File: src/hw/rtl/ftvp_pkg.sv
// Shared types, character codes and helper functions of the framed tag/value parser.
package ftvp_pkg;

  localparam logic [7:0] CH_START = 8'h3C;
  localparam logic [7:0] CH_END   = 8'h3E;
  localparam logic [7:0] CH_NAME  = 8'h7C;
  localparam logic [7:0] CH_TAG   = 8'h23;
  localparam logic [7:0] CH_MINUS = 8'h2D;
  localparam logic [7:0] CH_PLUS  = 8'h2B;
  localparam logic [7:0] CH_ZERO  = 8'h30;
  localparam logic [7:0] CH_NINE  = 8'h39;
  localparam logic [7:0] CH_SPACE = 8'h20;
  localparam logic [7:0] CH_TAB   = 8'h09;
  localparam logic [7:0] CH_CR    = 8'h0D;

  localparam int QUEUE_DEPTH = 2;

  typedef enum logic [1:0] {
    SEC_NAME,
    SEC_TAG,
    SEC_VALUE
  } section_t;

  typedef enum logic [2:0] {
    CMD_NAME_CHAR,
    CMD_TAG_CHAR,
    CMD_VALUE_CHAR,
    CMD_LATCH_NAME,
    CMD_LATCH_TAG,
    CMD_CLOSE
  } cmd_t;

  typedef struct packed {
    cmd_t       cmd;
    logic [7:0] data;
  } cmd_entry_t;

  typedef enum logic [1:0] {
    BK_IDLE,
    BK_CONV,
    BK_FINISH
  } bk_state_t;

  function automatic logic is_blank(input logic [7:0] c);
    return (c == CH_SPACE) || ((c >= CH_TAB) && (c <= CH_CR));
  endfunction

  function automatic logic is_digit(input logic [7:0] c);
    return (c >= CH_ZERO) && (c <= CH_NINE);
  endfunction

endpackage

File: src/hw/rtl/ftvp_in_if.sv
// Input channel interface carrying one received byte per transaction.
interface ftvp_in_if;
  logic       valid;
  logic       ready;
  logic [7:0] rx_byte;

  modport source (output valid, output rx_byte, input ready);
  modport sink (input valid, input rx_byte, output ready);
endinterface

File: src/hw/rtl/ftvp_out_if.sv
// Result channel interface carrying one parsed frame per transaction.
interface ftvp_out_if;
  logic               valid;
  logic               ready;
  logic        [63:0] header_text;
  logic        [2:0]  header_length;
  logic signed [31:0] tag_number;
  logic signed [31:0] value_number;

  modport source (output valid, output header_text, output header_length,
                  output tag_number, output value_number, input ready);
  modport sink (input valid, input header_text, input header_length,
                input tag_number, input value_number, output ready);
endinterface

File: src/hw/rtl/ftvp_front.sv
// Front end: tracks framing and section and turns each in-frame byte into a back-end command.
module ftvp_front import ftvp_pkg::*; (
  input  logic       clk,
  input  logic       rst,
  ftvp_in_if.sink    rx,
  output logic       push_valid,
  output cmd_entry_t push_entry,
  input  logic       push_ready
);

  logic     in_frame;
  logic     in_frame_next;
  section_t section;
  section_t section_next;
  logic     accept;

  assign rx.ready        = push_ready;
  assign accept          = rx.valid && push_ready;

  always_comb begin
    in_frame_next   = in_frame;
    section_next    = section;
    push_valid      = 1'b0;
    push_entry.cmd  = CMD_NAME_CHAR;
    push_entry.data = rx.rx_byte;
    if (!in_frame) begin
      in_frame_next = (rx.rx_byte == CH_START);
    end else if (rx.rx_byte == CH_END) begin
      push_valid     = rx.valid;
      push_entry.cmd = CMD_CLOSE;
      in_frame_next  = 1'b0;
      section_next   = SEC_NAME;
    end else begin
      push_valid = rx.valid;
      unique case (section)
        SEC_NAME: begin
          if (rx.rx_byte == CH_NAME) begin
            push_entry.cmd = CMD_LATCH_NAME;
            section_next   = SEC_TAG;
          end else begin
            push_entry.cmd = CMD_NAME_CHAR;
          end
        end
        SEC_TAG: begin
          if (rx.rx_byte == CH_TAG) begin
            push_entry.cmd = CMD_LATCH_TAG;
            section_next   = SEC_VALUE;
          end else begin
            push_entry.cmd = CMD_TAG_CHAR;
          end
        end
        default: begin
          push_entry.cmd = CMD_VALUE_CHAR;
        end
      endcase
    end
  end

  always_ff @(posedge clk) begin
    if (rst) begin
      in_frame <= 1'b0;
      section  <= SEC_NAME;
    end else if (accept) begin
      in_frame <= in_frame_next;
      section  <= section_next;
    end
  end

endmodule

File: src/hw/rtl/ftvp_queue.sv
// Short command queue between the front end and the back end.
module ftvp_queue import ftvp_pkg::*; (
  input  logic       clk,
  input  logic       rst,
  input  logic       push_valid,
  input  cmd_entry_t push_entry,
  output logic       push_ready,
  output logic       pop_valid,
  output cmd_entry_t pop_entry,
  input  logic       pop_ready
);

  localparam int PTR_W = $clog2(QUEUE_DEPTH);
  localparam int CNT_W = $clog2(QUEUE_DEPTH + 1);

  cmd_entry_t       slots [QUEUE_DEPTH];
  logic [PTR_W-1:0] wr_ptr;
  logic [PTR_W-1:0] rd_ptr;
  logic [CNT_W-1:0] fill;
  logic             do_push;
  logic             do_pop;

  assign push_ready = (fill != CNT_W'(QUEUE_DEPTH));
  assign pop_valid  = (fill != '0);
  assign pop_entry  = slots[rd_ptr];
  assign do_push    = push_valid && push_ready;
  assign do_pop     = pop_valid && pop_ready;

  always_ff @(posedge clk) begin
    if (do_push) begin
      slots[wr_ptr] <= push_entry;
    end
  end

  always_ff @(posedge clk) begin
    if (rst) begin
      wr_ptr <= '0;
      rd_ptr <= '0;
      fill   <= '0;
    end else begin
      if (do_push) begin
        wr_ptr <= (wr_ptr == PTR_W'(QUEUE_DEPTH - 1)) ? '0 : wr_ptr + PTR_W'(1);
      end
      if (do_pop) begin
        rd_ptr <= (rd_ptr == PTR_W'(QUEUE_DEPTH - 1)) ? '0 : rd_ptr + PTR_W'(1);
      end
      if (do_push && !do_pop) begin
        fill <= fill + CNT_W'(1);
      end else if (do_pop && !do_push) begin
        fill <= fill - CNT_W'(1);
      end
    end
  end

endmodule

File: src/hw/rtl/ftvp_back.sv
// Back end: character buffers, name latch, sequential number conversion and result register.
module ftvp_back import ftvp_pkg::*; #(
  parameter int BUFFER_CHARS = 8
) (
  input  logic       clk,
  input  logic       rst,
  input  logic       q_valid,
  input  cmd_entry_t q_entry,
  output logic       q_ready,
  ftvp_out_if.source res
);

  localparam int CNT_W = $clog2(BUFFER_CHARS);
  localparam logic [CNT_W-1:0] CNT_MAX = CNT_W'(BUFFER_CHARS - 1);

  logic [7:0]       name_buf  [BUFFER_CHARS];
  logic [7:0]       tag_buf   [BUFFER_CHARS];
  logic [7:0]       value_buf [BUFFER_CHARS];
  logic [CNT_W-1:0] name_count;
  logic [CNT_W-1:0] tag_count;
  logic [CNT_W-1:0] value_count;
  logic [63:0]      latched_name;
  logic [2:0]       latched_len;
  logic [31:0]      latched_tag;

  bk_state_t state;
  bk_state_t state_next;

  logic             conv_sel;
  logic [CNT_W-1:0] conv_idx;
  logic             conv_neg;
  logic             conv_digits;
  logic [31:0]      conv_acc;
  logic [CNT_W-1:0] conv_cnt;
  logic [7:0]       conv_ch;
  logic             conv_step;
  logic             conv_end;
  logic [31:0]      conv_result;
  logic [31:0]      acc_times_ten;

  logic        char_wr;
  logic        name_latch;
  logic        conv_start;
  logic        tag_done;
  logic        emit;
  logic        slot_free;
  logic        out_valid;
  logic [63:0] packed_name;
  logic [2:0]  packed_len;

  assign slot_free = !out_valid || res.ready;
  assign res.valid = out_valid;

  assign conv_cnt      = conv_sel ? value_count : tag_count;
  assign conv_ch       = conv_sel ? value_buf[conv_idx] : tag_buf[conv_idx];
  assign conv_step     = (conv_idx != conv_cnt) && (is_digit(conv_ch) ||
                         (!conv_digits && (is_blank(conv_ch) || conv_ch == CH_MINUS ||
                                           conv_ch == CH_PLUS)));
  assign conv_end      = !conv_step;
  assign acc_times_ten = {conv_acc[28:0], 3'b000} + {conv_acc[30:0], 1'b0};
  assign conv_result   = conv_neg ? (32'd0 - conv_acc) : conv_acc;

  // The latched name stops at the first zero byte.
  always_comb begin
    logic alive;
    alive       = 1'b1;
    packed_name = '0;
    packed_len  = '0;
    for (int i = 0; i < BUFFER_CHARS; i++) begin
      if (alive && (i < int'(name_count)) && (name_buf[i] != 8'h00)) begin
        packed_name[8*i +: 8] = name_buf[i];
        packed_len            = packed_len + 3'd1;
      end else begin
        alive = 1'b0;
      end
    end
  end

  always_comb begin
    state_next = state;
    unique case (state)
      BK_IDLE: begin
        if (q_valid && (q_entry.cmd == CMD_LATCH_TAG || q_entry.cmd == CMD_CLOSE)) begin
          state_next = BK_CONV;
        end
      end
      BK_CONV: begin
        if (conv_end) begin
          state_next = BK_FINISH;
        end
      end
      BK_FINISH: begin
        if (!conv_sel || slot_free) begin
          state_next = BK_IDLE;
        end
      end
      default: state_next = BK_IDLE;
    endcase
  end

  always_comb begin
    q_ready    = 1'b0;
    char_wr    = 1'b0;
    name_latch = 1'b0;
    conv_start = 1'b0;
    tag_done   = 1'b0;
    emit       = 1'b0;
    unique case (state)
      BK_IDLE: begin
        q_ready = 1'b1;
        if (q_valid) begin
          unique case (q_entry.cmd) inside
            CMD_NAME_CHAR, CMD_TAG_CHAR, CMD_VALUE_CHAR: char_wr    = 1'b1;
            CMD_LATCH_NAME:                              name_latch = 1'b1;
            CMD_LATCH_TAG, CMD_CLOSE:                    conv_start = 1'b1;
            default:                                     char_wr    = 1'b0;
          endcase
        end
      end
      BK_CONV: begin
      end
      BK_FINISH: begin
        tag_done = !conv_sel;
        emit     = conv_sel && slot_free;
      end
      default: begin
      end
    endcase
  end

  always_ff @(posedge clk) begin
    if (char_wr) begin
      case (q_entry.cmd)
        CMD_NAME_CHAR: name_buf[name_count]  <= q_entry.data;
        CMD_TAG_CHAR:  tag_buf[tag_count]    <= q_entry.data;
        default:       value_buf[value_count] <= q_entry.data;
      endcase
    end
    if (conv_start) begin
      conv_sel    <= (q_entry.cmd == CMD_CLOSE);
      conv_idx    <= '0;
      conv_neg    <= 1'b0;
      conv_digits <= 1'b0;
      conv_acc    <= '0;
    end else if (state == BK_CONV && conv_step) begin
      conv_idx <= conv_idx + CNT_W'(1);
      if (is_digit(conv_ch)) begin
        conv_acc    <= acc_times_ten + 32'(conv_ch - CH_ZERO);
        conv_digits <= 1'b1;
      end else if (conv_ch == CH_MINUS || conv_ch == CH_PLUS) begin
        conv_neg    <= (conv_ch == CH_MINUS);
        conv_digits <= 1'b1;
      end
    end
    if (emit) begin
      res.header_text   <= latched_name;
      res.header_length <= latched_len;
      res.tag_number    <= latched_tag;
      res.value_number  <= conv_result;
    end
  end

  always_ff @(posedge clk) begin
    if (rst) begin
      state        <= BK_IDLE;
      name_count   <= '0;
      tag_count    <= '0;
      value_count  <= '0;
      latched_name <= '0;
      latched_len  <= '0;
      latched_tag  <= '0;
      out_valid    <= 1'b0;
    end else begin
      state <= state_next;
      if (char_wr) begin
        case (q_entry.cmd)
          CMD_NAME_CHAR: begin
            name_count <= (name_count == CNT_MAX) ? name_count : name_count + CNT_W'(1);
          end
          CMD_TAG_CHAR: begin
            tag_count <= (tag_count == CNT_MAX) ? tag_count : tag_count + CNT_W'(1);
          end
          default: begin
            value_count <= (value_count == CNT_MAX) ? value_count : value_count + CNT_W'(1);
          end
        endcase
      end
      if (name_latch) begin
        latched_name <= packed_name;
        latched_len  <= packed_len;
      end
      if (tag_done) begin
        latched_tag <= conv_result;
      end
      if (emit) begin
        name_count  <= '0;
        tag_count   <= '0;
        value_count <= '0;
        out_valid   <= 1'b1;
      end else if (res.ready) begin
        out_valid <= 1'b0;
      end
    end
  end

`ifndef SYNTHESIS
  a_emit_clears: assert property (@(posedge clk) disable iff (rst)
    emit |=> res.valid && name_count == '0 && tag_count == '0 && value_count == '0)
    else $error("frame close did not present a result and clear the buffers");

  a_no_overwrite: assert property (@(posedge clk) disable iff (rst)
    emit |-> conv_sel && (!out_valid || res.ready))
    else $error("result register overwritten while still pending");

  a_walk_bound: assert property (@(posedge clk) disable iff (rst)
    state == BK_CONV |-> conv_idx <= conv_cnt)
    else $error("conversion walked past the buffer fill");

  a_tag_latch: assert property (@(posedge clk) disable iff (rst)
    tag_done |=> latched_tag == $past(conv_result))
    else $error("converted tag not latched");
`endif

endmodule

File: src/hw/rtl/framed_tag_value_parser.sv
// Top level of the framed tag/value parser: front end, command queue and back end.
//
//   channel  direction  payload                                             handshake
//   rx       in         rx_byte[7:0]                                        valid/ready
//   res      out        header_text[63:0] header_length[2:0] tag_number,    valid/ready
//                       value_number (signed 32 bits each)
//
// A character or name separator is handled from the idle state; a tag separator or frame close
// starts the conversion walk, one character per cycle, followed by a finish step.
// Bytes outside a frame are taken by the front end alone; the two-entry queue lets the front end
// keep accepting while the back end converts.
// A closed frame waits in the back end until the result register is free.
// Reset is synchronous and clears framing, counts and latched fields; there is no clearing pass.
module framed_tag_value_parser import ftvp_pkg::*; #(
  parameter int BUFFER_CHARS = 8
) (
  input  logic       clk,
  input  logic       rst,
  ftvp_in_if.sink    rx,
  ftvp_out_if.source res
);

  logic       push_valid;
  logic       push_ready;
  cmd_entry_t push_entry;
  logic       pop_valid;
  logic       pop_ready;
  cmd_entry_t pop_entry;

  ftvp_front u_front (
    .clk        (clk),
    .rst        (rst),
    .rx         (rx),
    .push_valid (push_valid),
    .push_entry (push_entry),
    .push_ready (push_ready)
  );

  ftvp_queue u_queue (
    .clk        (clk),
    .rst        (rst),
    .push_valid (push_valid),
    .push_entry (push_entry),
    .push_ready (push_ready),
    .pop_valid  (pop_valid),
    .pop_entry  (pop_entry),
    .pop_ready  (pop_ready)
  );

  ftvp_back #(
    .BUFFER_CHARS (BUFFER_CHARS)
  ) u_back (
    .clk     (clk),
    .rst     (rst),
    .q_valid (pop_valid),
    .q_entry (pop_entry),
    .q_ready (pop_ready),
    .res     (res)
  );

endmodule

File: src/flat_wrapper.sv
// flat-port wrapper written by rule: the top's interface ports become plain ports
module framed_tag_value_parser_flat import ftvp_pkg::*;
#(
  parameter int BUFFER_CHARS = 8
)
  (clk, rst, rx_valid, rx_rx_byte, rx_ready, res_valid, res_header_text, res_header_length, res_tag_number, res_value_number, res_ready);
  ftvp_in_if rx_i ();
  ftvp_out_if res_i ();
  input  logic clk;
  input  logic rst;
  input wire logic [$bits(rx_i.valid)-1:0] rx_valid;
  input wire logic [$bits(rx_i.rx_byte)-1:0] rx_rx_byte;
  output wire logic [$bits(rx_i.ready)-1:0] rx_ready;
  output wire logic [$bits(res_i.valid)-1:0] res_valid;
  output wire logic [$bits(res_i.header_text)-1:0] res_header_text;
  output wire logic [$bits(res_i.header_length)-1:0] res_header_length;
  output wire logic [$bits(res_i.tag_number)-1:0] res_tag_number;
  output wire logic [$bits(res_i.value_number)-1:0] res_value_number;
  input wire logic [$bits(res_i.ready)-1:0] res_ready;
  assign rx_i.valid = rx_valid;
  assign rx_i.rx_byte = rx_rx_byte;
  assign rx_ready = rx_i.ready;
  assign res_valid = res_i.valid;
  assign res_header_text = res_i.header_text;
  assign res_header_length = res_i.header_length;
  assign res_tag_number = res_i.tag_number;
  assign res_value_number = res_i.value_number;
  assign res_i.ready = res_ready;
  framed_tag_value_parser #(.BUFFER_CHARS(BUFFER_CHARS)) u_core (.clk(clk), .rst(rst), .rx(rx_i), .res(res_i));
endmodule
File: config.mk
export PLATFORM = sky130hd
export DESIGN_NAME = framed_tag_value_parser_flat
export DESIGN_NICKNAME = d
export VERILOG_FILES = /design/src/hw/rtl/ftvp_pkg.sv /design/src/hw/rtl/ftvp_in_if.sv /design/src/hw/rtl/ftvp_out_if.sv /design/src/hw/rtl/ftvp_front.sv /design/src/hw/rtl/ftvp_queue.sv /design/src/hw/rtl/ftvp_back.sv /design/src/hw/rtl/framed_tag_value_parser.sv /design/src/flat_wrapper.sv
export SDC_FILE = /design/constraint.sdc
export NUM_CORES = 1
export LEC_CHECK = 0
export ABC_AREA = 0
export BUFFER_PORTS_ARGS = -buffer_cell sky130_fd_sc_hd__buf_2
export CELL_PAD_IN_SITES_DETAIL_PLACEMENT = 1
export CELL_PAD_IN_SITES_GLOBAL_PLACEMENT = 2
export CORE_ASPECT_RATIO = 1.25
export CORE_UTILIZATION = 43
export CTS_BUF_LIST = sky130_fd_sc_hd__clkbuf_4 sky130_fd_sc_hd__clkbuf_8 sky130_fd_sc_hd__clkbuf_16
export DETAILED_ROUTE_END_ITERATION = 16
export HOLD_SLACK_MARGIN = 0.15
export PLACE_DENSITY_LB_ADDON = 0.2
export SETUP_SLACK_MARGIN = 0.5
export SYNTH_ARGS = -nofsm -noshare
export SYNTH_HDL_FRONTEND = slang
export SYNTH_SLANG_ARGS = --single-unit
File: constraint.sdc
create_clock -name clk -period 8.5 [get_ports clk]
set_input_delay 0.85 -clock clk [delete_from_list [all_inputs] [get_ports clk]]
set_output_delay 0.85 -clock clk [all_outputs]
set_load 0.02 [all_outputs]
==> impl_metrics.prom, run 1 <==
# TYPE chip_impl_metric gauge
chip_impl_metric{name="post_drt_via_cell_ratio",unit=""} 5.38
chip_impl_metric{name="cts-resized-gates",unit=""} 0
chip_impl_info{name="cts_tree",value="built"} 1
chip_impl_metric{name="ctsHoldBuffers",unit=""} 0
chip_impl_metric{name="post_route_cells_drive_above_1_share",unit=""} 0.173
chip_impl_metric{name="die_w",unit="um"} 197
chip_impl_metric{name="vdd_ir_drop_max",unit="uV"} 184
chip_impl_metric{name="simple_gate_portion_of_the_synthesized_area",unit=""} 0.114
chip_impl_metric{name="core_area",unit="um2"} 46600
chip_impl_metric{name="place.detailed.instances",unit=""} 2251
chip_impl_metric{name="clock_tree.buffer_depth",unit=""} 3
chip_impl_info{name="crit_path_cell_trace",value="buf_4 > mux4_1 > mux4_2 > ha_1 > nor2_2 > buf_4 > fa_1 > ha_1 > a21oi_1 > o21bai_1 > a2111oi_0 > o31ai_1 > a31oi_1 > o31ai_1 > a31oi_1 > xnor2_1 > a21oi_1"} 1
chip_impl_metric{name="highest_achievable_clock_rate",unit="MHz"} 156
chip_impl_metric{name="timing.final.setup_violations",unit=""} 0
chip_impl_metric{name="fin_crit",unit="ps"} 6400
chip_impl_metric{name="cap_violations",unit=""} 0
chip_impl_metric{name="drtAntennaViolNets",unit=""} 0
chip_impl_metric{name="synth_compound_gate_area_share",unit=""} 0.0731
chip_impl_info{name="result_of_the_run",value="complete, no violations"} 1
chip_impl_metric{name="wl_per_cell",unit="um"} 20.9
chip_impl_metric{name="cts_htree_levels",unit=""} 2
chip_impl_metric{name="grt_max_degree",unit=""} 72
chip_impl_metric{name="syn2layout_area_growth",unit="%"} 14.3
chip_impl_metric{name="share_of_synthesized_registers_carrying_an_async_set_or_reset",unit=""} 0
chip_impl_metric{name="total_clock_buffers_created_by_cts",unit=""} 48
chip_impl_metric{name="final_setup_skew",unit="ps"} 18.0
chip_impl_metric{name="grt_first_pass_wirelength",unit="um"} 76200
chip_impl_metric{name="clkSinkCount",unit=""} 481
chip_impl_metric{name="timing.hold.ws",unit="ps"} 429
chip_impl_metric{name="design.die.area",unit="um2"} 48400
chip_impl_metric{name="post_synth_xor_area_fraction",unit=""} 0.0347
chip_impl_metric{name="grt_remaining_overflow",unit=""} 0
chip_impl_metric{name="slowest_delay",unit="ps"} 920
chip_impl_metric{name="rel_slew_slack",unit=""} 0.138
chip_impl_info{name="critPathKind",value="flop to flop"} 1
chip_impl_metric{name="share_of_cell_area_taken_by_muxes_after_synthesis",unit=""} 0.0643
chip_impl_info{name="grt_setup_unrepaired",value="no"} 1
chip_impl_metric{name="worst_setup_hold_path_clk_slew",unit="ps"} 70
chip_impl_metric{name="finish.cell_count_without_fillers",unit=""} 2340
chip_impl_metric{name="ys_ff_latch",unit=""} 481
chip_impl_metric{name="postLayoutSetupSlackWorst",unit="ps"} 2100
chip_impl_info{name="synth-main-ff-cell",value="sky130_fd_sc_hd__edfxtp_1"} 1
chip_impl_info{name="main_combinational_cell_family_by_area_after_synthesis",value="simple AND/OR/NAND/NOR gates"} 1
chip_impl_metric{name="required",unit="ps"} 8960
chip_impl_metric{name="clkLatencyLatePin",unit="ps"} 600
chip_impl_metric{name="critical_path_arrival",unit="ps"} 6860
chip_impl_info{name="cell_family_contributing_the_most_delay_on_the_critical_path",value="compound AO/OA/AOI/OAI gates"} 1
chip_impl_metric{name="num-fill-cells",unit=""} 4698
chip_impl_metric{name="worst-slew-pin-transition",unit="ps"} 1280
chip_impl_metric{name="fin_setup_tns",unit="ps"} 0
chip_impl_metric{name="grt_pass1_vias",unit=""} 13371
chip_impl_info{name="mostFrequentLayoutCell",value="sky130_fd_sc_hd__edfxtp_1"} 1
chip_impl_metric{name="drv_slew",unit=""} 0
chip_impl_metric{name="num_io_pins",unit=""} 145
chip_impl_metric{name="drtPass1Iterations",unit=""} 5
chip_impl_metric{name="rows",unit=""} 88
chip_impl_info{name="clk_root_buffer_cell",value="sky130_fd_sc_hd__clkbuf_16"} 1
chip_impl_metric{name="antenna_found_initial",unit=""} 0
chip_impl_info{name="worst_setup_path_start_kind",value="flop"} 1
chip_impl_info{name="hp-class",value="flop to flop"} 1
chip_impl_metric{name="synth_edf_count",unit=""} 330
chip_impl_metric{name="post_cts_buffers",unit=""} 0
chip_impl_metric{name="synth.yosys.seq_area_share",unit=""} 0.633
chip_impl_metric{name="synth.yosys.warnings",unit=""} 0
chip_impl_metric{name="final_design_area_no_fill",unit="um2"} 23400
chip_impl_metric{name="vias",unit=""} 12579
chip_impl_metric{name="port-buffer-count",unit=""} 136
chip_impl_metric{name="final.period_utilization",unit=""} 0.753
chip_impl_metric{name="power.density",unit="nW/um2"} 210
chip_impl_metric{name="mappedNetlistArea",unit="um2"} 20400
chip_impl_info{name="worstSetupEndpointType",value="flop"} 1
chip_impl_metric{name="post-dp-hpwl",unit="um"} 33600
chip_impl_metric{name="final-seq-area",unit="um2"} 12900
chip_impl_metric{name="synth.avg_cell_area",unit="um2"} 13.3
chip_impl_metric{name="report.final.hold_viol_count",unit=""} 0
chip_impl_metric{name="cellLeakagePower",unit="nW"} 8.64
chip_impl_metric{name="detail_route.iter0.violations",unit=""} 595
chip_impl_metric{name="final_net_count",unit=""} 1761
chip_impl_info{name="layout_common_cells",value="sky130_fd_sc_hd__edfxtp_1, sky130_fd_sc_hd__nor2_1, sky130_fd_sc_hd__dfxtp_1"} 1
chip_impl_metric{name="detail_route.drc_violations",unit=""} 0
chip_impl_metric{name="crit_buf_inv",unit=""} 2
chip_impl_metric{name="diodes_inserted",unit=""} 0
chip_impl_metric{name="yosys.cell_types.count",unit=""} 74
chip_impl_metric{name="dieHeight",unit="um"} 246
chip_impl_metric{name="routed_wl",unit="um"} 48800
chip_impl_metric{name="initial_utilization",unit=""} 0.439
chip_impl_metric{name="dpl_worst_slack",unit="ps"} 2060
chip_impl_metric{name="gp_congestion",unit=""} 0.826
chip_impl_metric{name="multi_input_area",unit="um2"} 7090
chip_impl_info{name="timing.critical_path.slowest_stage_cell",value="sky130_fd_sc_hd__dfxtp_1"} 1
chip_impl_metric{name="synth_fa_ha_area_frac",unit=""} 0.0584
chip_impl_metric{name="syn_inst",unit=""} 1538
chip_impl_metric{name="critical_path.max_fanout",unit=""} 24
chip_impl_metric{name="track_usage",unit=""} 0.206
chip_impl_metric{name="design_power_total",unit="mW"} 4.90
chip_impl_metric{name="fin_util",unit=""} 0.502
chip_impl_metric{name="place_area",unit="um2"} 21700
==> worst paths after layout <==
check                                               startpoint                           endpoint  slack [ps]  cells past startpoint
worst max-delay path                                      flop         u_core.u_back.conv_acc[31]        2100                     17
worst min-delay path            u_core.u_back.latched_name[13]  u_core.u_back.res.header_text[13]         430                      0
worst min register to register  u_core.u_back.latched_name[13]  u_core.u_back.res.header_text[13]         430                      0
worst max register to register                            flop         u_core.u_back.conv_acc[31]        2100                     17
==> power by group <==
| group | switching (mW) | total (mW) | internal, mW | leakage [nW] |
|---|---|---|---|---|
| registers | 0.0137 | 2.54 | 2.53 | 4.27 |
| clock network | 0.945 | 2.23 | 1.28 | 0.823 |
| logic | 0.102 | 0.130 | 0.0282 | 3.54 |
| total | 1.06 | 4.90 | 3.84 | 8.64 |
==> sequential cells by signal (all words and copies together) (netlist names), 56 cells and up, named ones only <==
register                       count
u_core.u_back.tag_buf             64
u_core.u_back.name_buf            56
u_core.u_back.value_buf           64
u_core.u_back.res.header_text     56
u_core.u_back.latched_name        56
==> synth_stat cells, types with 4 or more instances <==
library cell	n	area (um2)
sky130_fd_sc_hd__dfxtp_1	151	3020
sky130_fd_sc_hd__a211oi_1	7	52.6
sky130_fd_sc_hd__nor2_1	175	657
sky130_fd_sc_hd__nor2b_1	9	56.3
sky130_fd_sc_hd__nor4_1	21	131
sky130_fd_sc_hd__or4_1	7	52.6
sky130_fd_sc_hd__o21bai_1	7	52.6
sky130_fd_sc_hd__buf_6	6	67.6
sky130_fd_sc_hd__xor2_1	25	219
sky130_fd_sc_hd__xnor2_1	56	490
sky130_fd_sc_hd__o21a_1	4	30.0
sky130_fd_sc_hd__a21oi_1	71	355
sky130_fd_sc_hd__mux2_2	12	135
sky130_fd_sc_hd__nor3_1	52	260
sky130_fd_sc_hd__or3_1	10	62.6
sky130_fd_sc_hd__o21ai_0	36	180
sky130_fd_sc_hd__or2_2	8	50.1
sky130_fd_sc_hd__o31ai_1	11	82.6
sky130_fd_sc_hd__o21ai_1	5	25.0
sky130_fd_sc_hd__inv_1	21	78.8
sky130_fd_sc_hd__and2_1	10	62.6
sky130_fd_sc_hd__nand3_1	38	190
sky130_fd_sc_hd__and3_1	5	31.3
sky130_fd_sc_hd__o41ai_1	6	52.6
sky130_fd_sc_hd__nor3b_1	4	30.0
sky130_fd_sc_hd__a21o_1	19	143
sky130_fd_sc_hd__clkbuf_1	53	199
sky130_fd_sc_hd__a311oi_1	4	35.0
sky130_fd_sc_hd__buf_4	10	75.1
sky130_fd_sc_hd__mux4_1	15	394
sky130_fd_sc_hd__nand2_1	111	417
sky130_fd_sc_hd__nand2b_1	19	119
sky130_fd_sc_hd__mux4_2	22	495
sky130_fd_sc_hd__nand3b_1	5	37.5
sky130_fd_sc_hd__nor4b_1	5	43.8
sky130_fd_sc_hd__a31oi_1	4	25.0
sky130_fd_sc_hd__fa_1	29	581
sky130_fd_sc_hd__edfxtp_1	330	9910
sky130_fd_sc_hd__ha_1	49	613
sky130_fd_sc_hd__mux2i_1	29	290
sky130_fd_sc_hd__a22oi_1	28	210
==> logic make-up (layout without fill, tap and decap cells) <==
kind of cell,after synthesis,count (layout)
mux,78,78
xor+xnor,81,81
compound gates,229,229
other cells,1,8
fa+ha+maj,78,78
simple gates,492,492
buf+inv,98,263
flops,481,481
==> metal layers <==
layer	routed length, um	track usage	vias up
met3	1770	0.0339	78
met2	25700	0.377	245
met5	0	0	-
met4	1200	0.0636	0
met1	20100	0.245	6302
li1	-	-	5954
==> final cells by class <==
| type | count | share of cell area |
|---|---|---|
| sequential | 481 | 0.553 |
| multi-input combinational | 966 | 0.303 |
| clock buffer | 60 | 0.0586 |
| timing repair buffer | 151 | 0.0340 |
| tap | 630 | 0.0337 |
| clock inverter | 29 | 0.0133 |
| inverter | 23 | 0.00369 |
(Power assumes the default switching activity.)
==> inputs of run 2 (changes only) <==
--- a/config.mk
+++ b/config.mk
@@ -10,7 +10,7 @@
 export CELL_PAD_IN_SITES_DETAIL_PLACEMENT = 1
 export CELL_PAD_IN_SITES_GLOBAL_PLACEMENT = 2
 export CORE_ASPECT_RATIO = 1.25
-export CORE_UTILIZATION = 43
+export CORE_UTILIZATION = 38
 export CTS_BUF_LIST = sky130_fd_sc_hd__clkbuf_4 sky130_fd_sc_hd__clkbuf_8 sky130_fd_sc_hd__clkbuf_16
 export DETAILED_ROUTE_END_ITERATION = 16
 export HOLD_SLACK_MARGIN = 0.15
==> constraint.sdc (replaced) <==
create_clock -name clk -period 5.2 [get_ports clk]
set_input_delay 0.52 -clock clk [delete_from_list [all_inputs] [get_ports clk]]
set_output_delay 0.52 -clock clk [all_outputs]
set_load 0.02 [all_outputs]
==> impl_metrics.prom, run 2 (synthesized netlist as in run 1, its figures left out) <==
# TYPE chip_impl_metric gauge
chip_impl_info{name="grt_setup_unrepaired",value="yes"} 1
chip_impl_metric{name="antenna_found_initial",unit=""} 0
chip_impl_metric{name="timing.hold.worst_path_depth",unit=""} 2
chip_impl_metric{name="grt_pass1_vias",unit=""} 13547
chip_impl_metric{name="rrSetupSlack",unit="ps"} 580
chip_impl_metric{name="highest_achievable_clock_rate",unit="MHz"} 216
chip_impl_metric{name="gp_congestion",unit=""} 0.823
chip_impl_metric{name="cts_htree_levels",unit=""} 2
chip_impl_info{name="cell_family_contributing_the_most_delay_on_the_critical_path",value="compound AO/OA/AOI/OAI gates"} 1
chip_impl_metric{name="num_io_pins",unit=""} 145
chip_impl_info{name="clk_root_buffer_cell",value="sky130_fd_sc_hd__clkbuf_16"} 1
chip_impl_metric{name="grt_max_degree",unit=""} 125
chip_impl_metric{name="multi_input_area",unit="um2"} 7470
chip_impl_metric{name="crit_buf_inv",unit=""} 4
chip_impl_metric{name="syn2layout_area_growth",unit="%"} 19.4
chip_impl_metric{name="post_route_cells_drive_above_1_share",unit=""} 0.234
chip_impl_metric{name="worst-slew-pin-transition",unit="ps"} 1250
chip_impl_info{name="cts_tree",value="built"} 1
chip_impl_metric{name="timing.final.setup_violations",unit=""} 0
chip_impl_metric{name="final_setup_skew",unit="ps"} 47.8
chip_impl_metric{name="dpl_worst_slack",unit="ps"} 222
chip_impl_metric{name="critical_path.max_fanout",unit=""} 6
chip_impl_metric{name="clkSinkCount",unit=""} 481
chip_impl_metric{name="track_usage",unit=""} 0.181
chip_impl_metric{name="required",unit="ps"} 5680
chip_impl_metric{name="core_area",unit="um2"} 52900
chip_impl_metric{name="num-fill-cells",unit=""} 5455
chip_impl_metric{name="cap_violations",unit=""} 0
chip_impl_metric{name="critical_path_arrival",unit="ps"} 5110
chip_impl_info{name="critical_path.reg2reg.endpoint",value="u_core.u_back.conv_acc[31]"} 1
chip_impl_metric{name="drtPass1Iterations",unit=""} 4
chip_impl_info{name="result_of_the_run",value="complete, no violations"} 1
chip_impl_metric{name="detail_route.iter0.violations",unit=""} 539
chip_impl_metric{name="detail_route.drc_violations",unit=""} 0
chip_impl_metric{name="fin_setup_tns",unit="ps"} 0
chip_impl_metric{name="dieHeight",unit="um"} 261
chip_impl_metric{name="design_power_total",unit="mW"} 7.90
chip_impl_metric{name="clock_tree.buffer_depth",unit=""} 3
chip_impl_metric{name="port-buffer-count",unit=""} 136
chip_impl_metric{name="grt_first_pass_wirelength",unit="um"} 76600
chip_impl_info{name="timing.critical_path.slowest_stage_cell",value="sky130_fd_sc_hd__mux4_2"} 1
chip_impl_metric{name="post_drt_via_cell_ratio",unit=""} 5.22
chip_impl_metric{name="clkLatencyLatePin",unit="ps"} 610
chip_impl_metric{name="rows",unit=""} 94
chip_impl_metric{name="timing.hold.ws",unit="ps"} 185
chip_impl_info{name="layout_common_cells",value="sky130_fd_sc_hd__edfxtp_1, sky130_fd_sc_hd__nor2_1, sky130_fd_sc_hd__dfxtp_1"} 1
chip_impl_metric{name="die_w",unit="um"} 209
chip_impl_metric{name="wl_per_cell",unit="um"} 20.1
chip_impl_metric{name="initial_utilization",unit=""} 0.386
chip_impl_metric{name="drtAntennaViolNets",unit=""} 0
chip_impl_info{name="crit_path_cell_trace",value="buf_8 > mux4_2 > mux4_2 > ha_4 > nor2_4 > buf_12 > buf_12 > fa_1 > ha_4 > a21o_1 > a21o_1 > o21bai_1 > a221o_1 > a31oi_2 > buf_6 > o31ai_4 > a31oi_1 > xnor2_1 > a21oi_1"} 1
chip_impl_metric{name="power.density",unit="nW/um2"} 324
chip_impl_metric{name="post-dp-hpwl",unit="um"} 33600
chip_impl_metric{name="cellLeakagePower",unit="nW"} 8.98
chip_impl_metric{name="design.die.area",unit="um2"} 54700
chip_impl_metric{name="fin_util",unit=""} 0.461
chip_impl_info{name="endpoint",value="u_core.u_back.conv_acc[31]"} 1
chip_impl_metric{name="rel_slew_slack",unit=""} 0.157
chip_impl_metric{name="final-seq-area",unit="um2"} 12900
chip_impl_info{name="worst_setup_path_start_kind",value="flop"} 1
chip_impl_metric{name="fin_crit",unit="ps"} 4620
chip_impl_metric{name="vias",unit=""} 12790
chip_impl_metric{name="postLayoutSetupSlackWorst",unit="ps"} 576
chip_impl_info{name="top_regs",value="u_core.u_back.tag_buf (64), u_core.u_back.value_buf (64)"} 1
chip_impl_metric{name="total_clock_buffers_created_by_cts",unit=""} 49
chip_impl_metric{name="vdd_ir_drop_max",unit="uV"} 296
chip_impl_metric{name="final_net_count",unit=""} 1827
chip_impl_info{name="worstSetupEndpointType",value="flop"} 1
chip_impl_metric{name="grt_remaining_overflow",unit=""} 0
chip_impl_info{name="hp-class",value="primary input to flop"} 1
chip_impl_metric{name="drv_slew",unit=""} 0
chip_impl_metric{name="report.final.hold_viol_count",unit=""} 0
chip_impl_metric{name="worst_setup_hold_path_clk_slew",unit="ps"} 70
chip_impl_metric{name="slowest_delay",unit="ps"} 550
chip_impl_metric{name="routed_wl",unit="um"} 49200
chip_impl_info{name="critPathKind",value="flop to flop"} 1
chip_impl_info{name="mostFrequentLayoutCell",value="sky130_fd_sc_hd__edfxtp_1"} 1
chip_impl_metric{name="critical_path_cell_count",unit=""} 19
chip_impl_metric{name="r2r_cells",unit=""} 19
chip_impl_metric{name="final.period_utilization",unit=""} 0.889
run 2: power by group:
part	switching [mW]	internal, mW	total (mW)
registers	0.0204	4.13	4.15
logic	0.167	0.0506	0.218
clock network	1.51	2.02	3.53
run 2: what timing repair did:
item                       in CTS  in global routing
pin swaps                       7                 34
hold buffers                    7                  0
hold endpoints to repair       14                  0
buffers inserted                4                 24
resized for setup              19                 54
setup endpoints to repair      14                 17
gates cloned                    1                  1
run 2: worst min path at each step:
stage,start,to,slack (ps)
finish,rx_rx_byte[1],u_core.u_front.in_frame,180
global route,rx_rx_byte[1],u_core.u_queue.slots[0][1],170
CTS,rx_rx_byte[1],u_core.u_front.in_frame,150
detailed placement,u_core.u_back.latched_name[28],u_core.u_back.res.header_text[28],420
global placement,u_core.u_back.latched_name[19],u_core.u_back.res.header_text[19],410
floorplan,u_core.u_back.latched_len[1],u_core.u_back.res.header_length[1],410
run 2: cell type report:
cell class	instances	area share
repair buffers	216	0.0587
flip-flops and latches	481	0.530
clock inverters	32	0.0125
diodes	1	0.000103
well taps	672	0.0345
multi-input cells	966	0.306
clock buffers	59	0.0541
inverters	23	0.00354
run 2: per-layer routing:
layer / share of wire / GRT usage / wire, um / up-vias
met3: 0.027 / 0.0258 / 1350 / 90
met5: 0 / 0 / 0 / -
met2: 0.52 / 0.335 / 25800 / 215
li1: - / - / - / 6078
met4: 0.027 / 0.0600 / 1340 / 0
met1: 0.42 / 0.216 / 20700 / 6407
run 2: metrics by stage:
stage / instance area, um2 / instances
floorplan: 20500 / 1545
global route: 24400 / 2449
global placement: 22100 / 2321
CTS: 23900 / 2424
finish: 24400 / 2450
detailed placement: 22100 / 2321
==> inputs of run 3 (changes only) <==
--- a/config.mk
+++ b/config.mk
@@ -10,8 +10,9 @@
 export CELL_PAD_IN_SITES_DETAIL_PLACEMENT = 1
 export CELL_PAD_IN_SITES_GLOBAL_PLACEMENT = 2
 export CORE_ASPECT_RATIO = 1.25
-export CORE_UTILIZATION = 38
+export CORE_UTILIZATION = 43
 export CTS_BUF_LIST = sky130_fd_sc_hd__clkbuf_4 sky130_fd_sc_hd__clkbuf_8 sky130_fd_sc_hd__clkbuf_16
+export CTS_CLUSTER_DIAMETER = 40
 export DETAILED_ROUTE_END_ITERATION = 16
 export HOLD_SLACK_MARGIN = 0.15
 export PLACE_DENSITY_LB_ADDON = 0.2
==> constraint.sdc (replaced) <==
create_clock -name clk -period 4.5 [get_ports clk]
set_input_delay 0.45 -clock clk [delete_from_list [all_inputs] [get_ports clk]]
set_output_delay 0.45 -clock clk [all_outputs]
set_load 0.02 [all_outputs]
==> impl_metrics.prom, run 3 (synthesized netlist as in run 1, its figures left out) <==
# TYPE chip_impl_metric gauge
chip_impl_info{name="result_of_the_run",value="finished, violations left"} 1
chip_impl_info{name="violations",value="negative setup slack"} 1
chip_impl_info{name="top_regs",value="u_core.u_back.tag_buf (64), u_core.u_back.value_buf (64)"} 1
chip_impl_metric{name="total_clock_buffers_created_by_cts",unit=""} 55
chip_impl_metric{name="num-fill-cells",unit=""} 4644
chip_impl_metric{name="rows",unit=""} 88
chip_impl_metric{name="final_net_count",unit=""} 1902
chip_impl_info{name="mostFrequentLayoutCell",value="sky130_fd_sc_hd__edfxtp_1"} 1
chip_impl_info{name="worst_setup_path_start_kind",value="flop"} 1
chip_impl_metric{name="dpl_worst_slack",unit="ps"} -334
chip_impl_metric{name="fin_setup_tns",unit="ps"} -1810
chip_impl_metric{name="place_area",unit="um2"} 22700
chip_impl_info{name="critPathKind",value="flop to flop"} 1
chip_impl_info{name="worstSetupEndpointType",value="flop"} 1
chip_impl_metric{name="diodes_inserted",unit=""} 0
chip_impl_metric{name="r2r_cells",unit=""} 20
chip_impl_metric{name="rel_slew_slack",unit=""} 0.207
chip_impl_info{name="layout_common_cells",value="sky130_fd_sc_hd__edfxtp_1, sky130_fd_sc_hd__nor2_1, sky130_fd_sc_hd__dfxtp_1"} 1
chip_impl_metric{name="routed_wl",unit="um"} 53200
chip_impl_metric{name="vias",unit=""} 13395
chip_impl_metric{name="grt_remaining_overflow",unit=""} 0
chip_impl_metric{name="cellLeakagePower",unit="nW"} 9.57
chip_impl_metric{name="critical_path_arrival",unit="ps"} 5210
chip_impl_metric{name="clkLatencyLatePin",unit="ps"} 610
chip_impl_metric{name="dieHeight",unit="um"} 246
chip_impl_metric{name="worst-slew-pin-transition",unit="ps"} 1190
chip_impl_metric{name="timing.final.setup_violations",unit=""} 17
chip_impl_metric{name="design.die.area",unit="um2"} 48400
chip_impl_metric{name="post-dp-hpwl",unit="um"} 36000
chip_impl_metric{name="report.final.hold_viol_count",unit=""} 0
chip_impl_info{name="hp-class",value="primary input to flop"} 1
chip_impl_metric{name="initial_utilization",unit=""} 0.439
chip_impl_metric{name="clock_tree.buffer_depth",unit=""} 3
chip_impl_metric{name="routed_length_on_met3",unit="um"} 1800
chip_impl_metric{name="grt_first_pass_wirelength",unit="um"} 83200
chip_impl_metric{name="drtAntennaViolNets",unit=""} 0
chip_impl_metric{name="highest_achievable_clock_rate",unit="MHz"} 213
chip_impl_info{name="cts_tree",value="built"} 1
chip_impl_metric{name="die_w",unit="um"} 197
chip_impl_metric{name="antenna_found_initial",unit=""} 0
chip_impl_metric{name="num_io_pins",unit=""} 145
chip_impl_metric{name="gp_congestion",unit=""} 0.820
chip_impl_info{name="maxUsedRoutingLayer",value="met4"} 1
chip_impl_metric{name="postLayoutSetupSlackWorst",unit="ps"} -197
chip_impl_metric{name="detail_route.iter0.violations",unit=""} 646
chip_impl_metric{name="fin_crit",unit="ps"} 4700
chip_impl_metric{name="drv_slew",unit=""} 0
chip_impl_metric{name="wl_per_cell",unit="um"} 21.4
chip_impl_metric{name="vdd_ir_drop_max",unit="uV"} 342
chip_impl_metric{name="critical_path.max_fanout",unit=""} 6
chip_impl_metric{name="core_area",unit="um2"} 46600
chip_impl_metric{name="drtPass1Iterations",unit=""} 4
chip_impl_metric{name="track_usage",unit=""} 0.225
chip_impl_metric{name="final_setup_skew",unit="ps"} 24.8
chip_impl_metric{name="final_design_area_no_fill",unit="um2"} 25400
chip_impl_metric{name="cts_htree_levels",unit=""} 2
chip_impl_metric{name="post_route_cells_drive_above_1_share",unit=""} 0.288
chip_impl_metric{name="syn2layout_area_growth",unit="%"} 24.1
chip_impl_info{name="grt_setup_unrepaired",value="yes"} 1
chip_impl_metric{name="grt_pass1_vias",unit=""} 14549
chip_impl_metric{name="post_drt_via_cell_ratio",unit=""} 5.38
chip_impl_metric{name="met1_layer_wirelength_in_the_final_routing",unit="um"} 21500
chip_impl_metric{name="worst_setup_hold_path_clk_slew",unit="ps"} 60
chip_impl_metric{name="final.period_utilization",unit=""} 1.04
chip_impl_metric{name="detail_route.drc_violations",unit=""} 0
chip_impl_metric{name="required",unit="ps"} 5010
chip_impl_metric{name="timing.hold.worst_path_depth",unit=""} 5
chip_impl_metric{name="power.density",unit="nW/um2"} 381
chip_impl_metric{name="cap_violations",unit=""} 0
chip_impl_metric{name="clkSinkCount",unit=""} 481
chip_impl_info{name="clk_root_buffer_cell",value="sky130_fd_sc_hd__clkbuf_16"} 1
chip_impl_metric{name="wl_met2",unit="um"} 28700
chip_impl_metric{name="design_power_total",unit="mW"} 9.67
chip_impl_metric{name="port-buffer-count",unit=""} 136
chip_impl_metric{name="grt_max_degree",unit=""} 62
-- run 3: final cells by class --
type                            count  area [um2]  area share
Multi-Input combinational cell    966        7670       0.302
Clock inverter                     32         364      0.0144
Timing Repair Buffer              285        1970      0.0777
Sequential cell                   481       12900       0.510
Clock buffer                       72        1550      0.0612
Tap cell                          630         788      0.0311
Inverter                           23        86.3     0.00340
-- run 3: worst paths after layout --
path	startpoint	endpoint	slack, ps
max	flop	u_core.u_back.conv_acc[26]	-200
min	rx_valid	u_core.u_front.in_frame	250
max reg2reg	flop	u_core.u_back.conv_acc[26]	-200
min reg2reg	u_core.u_back.latched_tag[11]	u_core.u_back.res.tag_number[11]	430
-- run 3: through the flow --
stage               hold slack (ps)  instances   util
finish                          254       2489  0.545
global route                    265       2489  0.545
CTS                             221       2479  0.540
detailed placement              416       2350  0.487
global placement                414       2350  0.487
floorplan                       408       1545      -
-- run 3: worst max-delay path: stages, from the launching register on --
cell	delay, ps
sky130_fd_sc_hd__dfxtp_4	380
sky130_fd_sc_hd__buf_12	130
sky130_fd_sc_hd__mux4_2	520
sky130_fd_sc_hd__mux4_2	520
sky130_fd_sc_hd__buf_6	150
sky130_fd_sc_hd__ha_4	170
sky130_fd_sc_hd__xnor2_2	150
sky130_fd_sc_hd__fa_1	540
sky130_fd_sc_hd__ha_4	310
sky130_fd_sc_hd__buf_4	110
sky130_fd_sc_hd__buf_6	90
sky130_fd_sc_hd__o21ai_2	50
sky130_fd_sc_hd__o21ai_2	160
sky130_fd_sc_hd__a31oi_4	130
sky130_fd_sc_hd__o31a_1	290
sky130_fd_sc_hd__buf_4	150
sky130_fd_sc_hd__o21ai_4	190
sky130_fd_sc_hd__a31o_2	200
sky130_fd_sc_hd__a21oi_2	50
sky130_fd_sc_hd__xnor2_1	130
sky130_fd_sc_hd__a21o_1	170
-- run 3: what timing repair did --
action,4_1_cts,5_1_grt
buffers inserted,16,10
gates cloned,1,0
gates resized for setup,73,34
hold endpoints to repair,17,0
pin swaps,47,38
endpoints found under the setup margin,23,25
hold buffers,8,0
-- run 3: power by group --
part           switching [mW]  internal, mW  total, mW
Combinational           0.197        0.0606      0.257
Clock                    1.90          2.71       4.62
Sequential             0.0247          4.77       4.80
Total                    2.12          7.55       9.67
-- run 3: metal layers --
layer  vias up  global-route usage
met4         0              0.0707
met2       262               0.422
li1       6222                   -
met3        93              0.0285
met1      6818               0.264
met5         -                   0
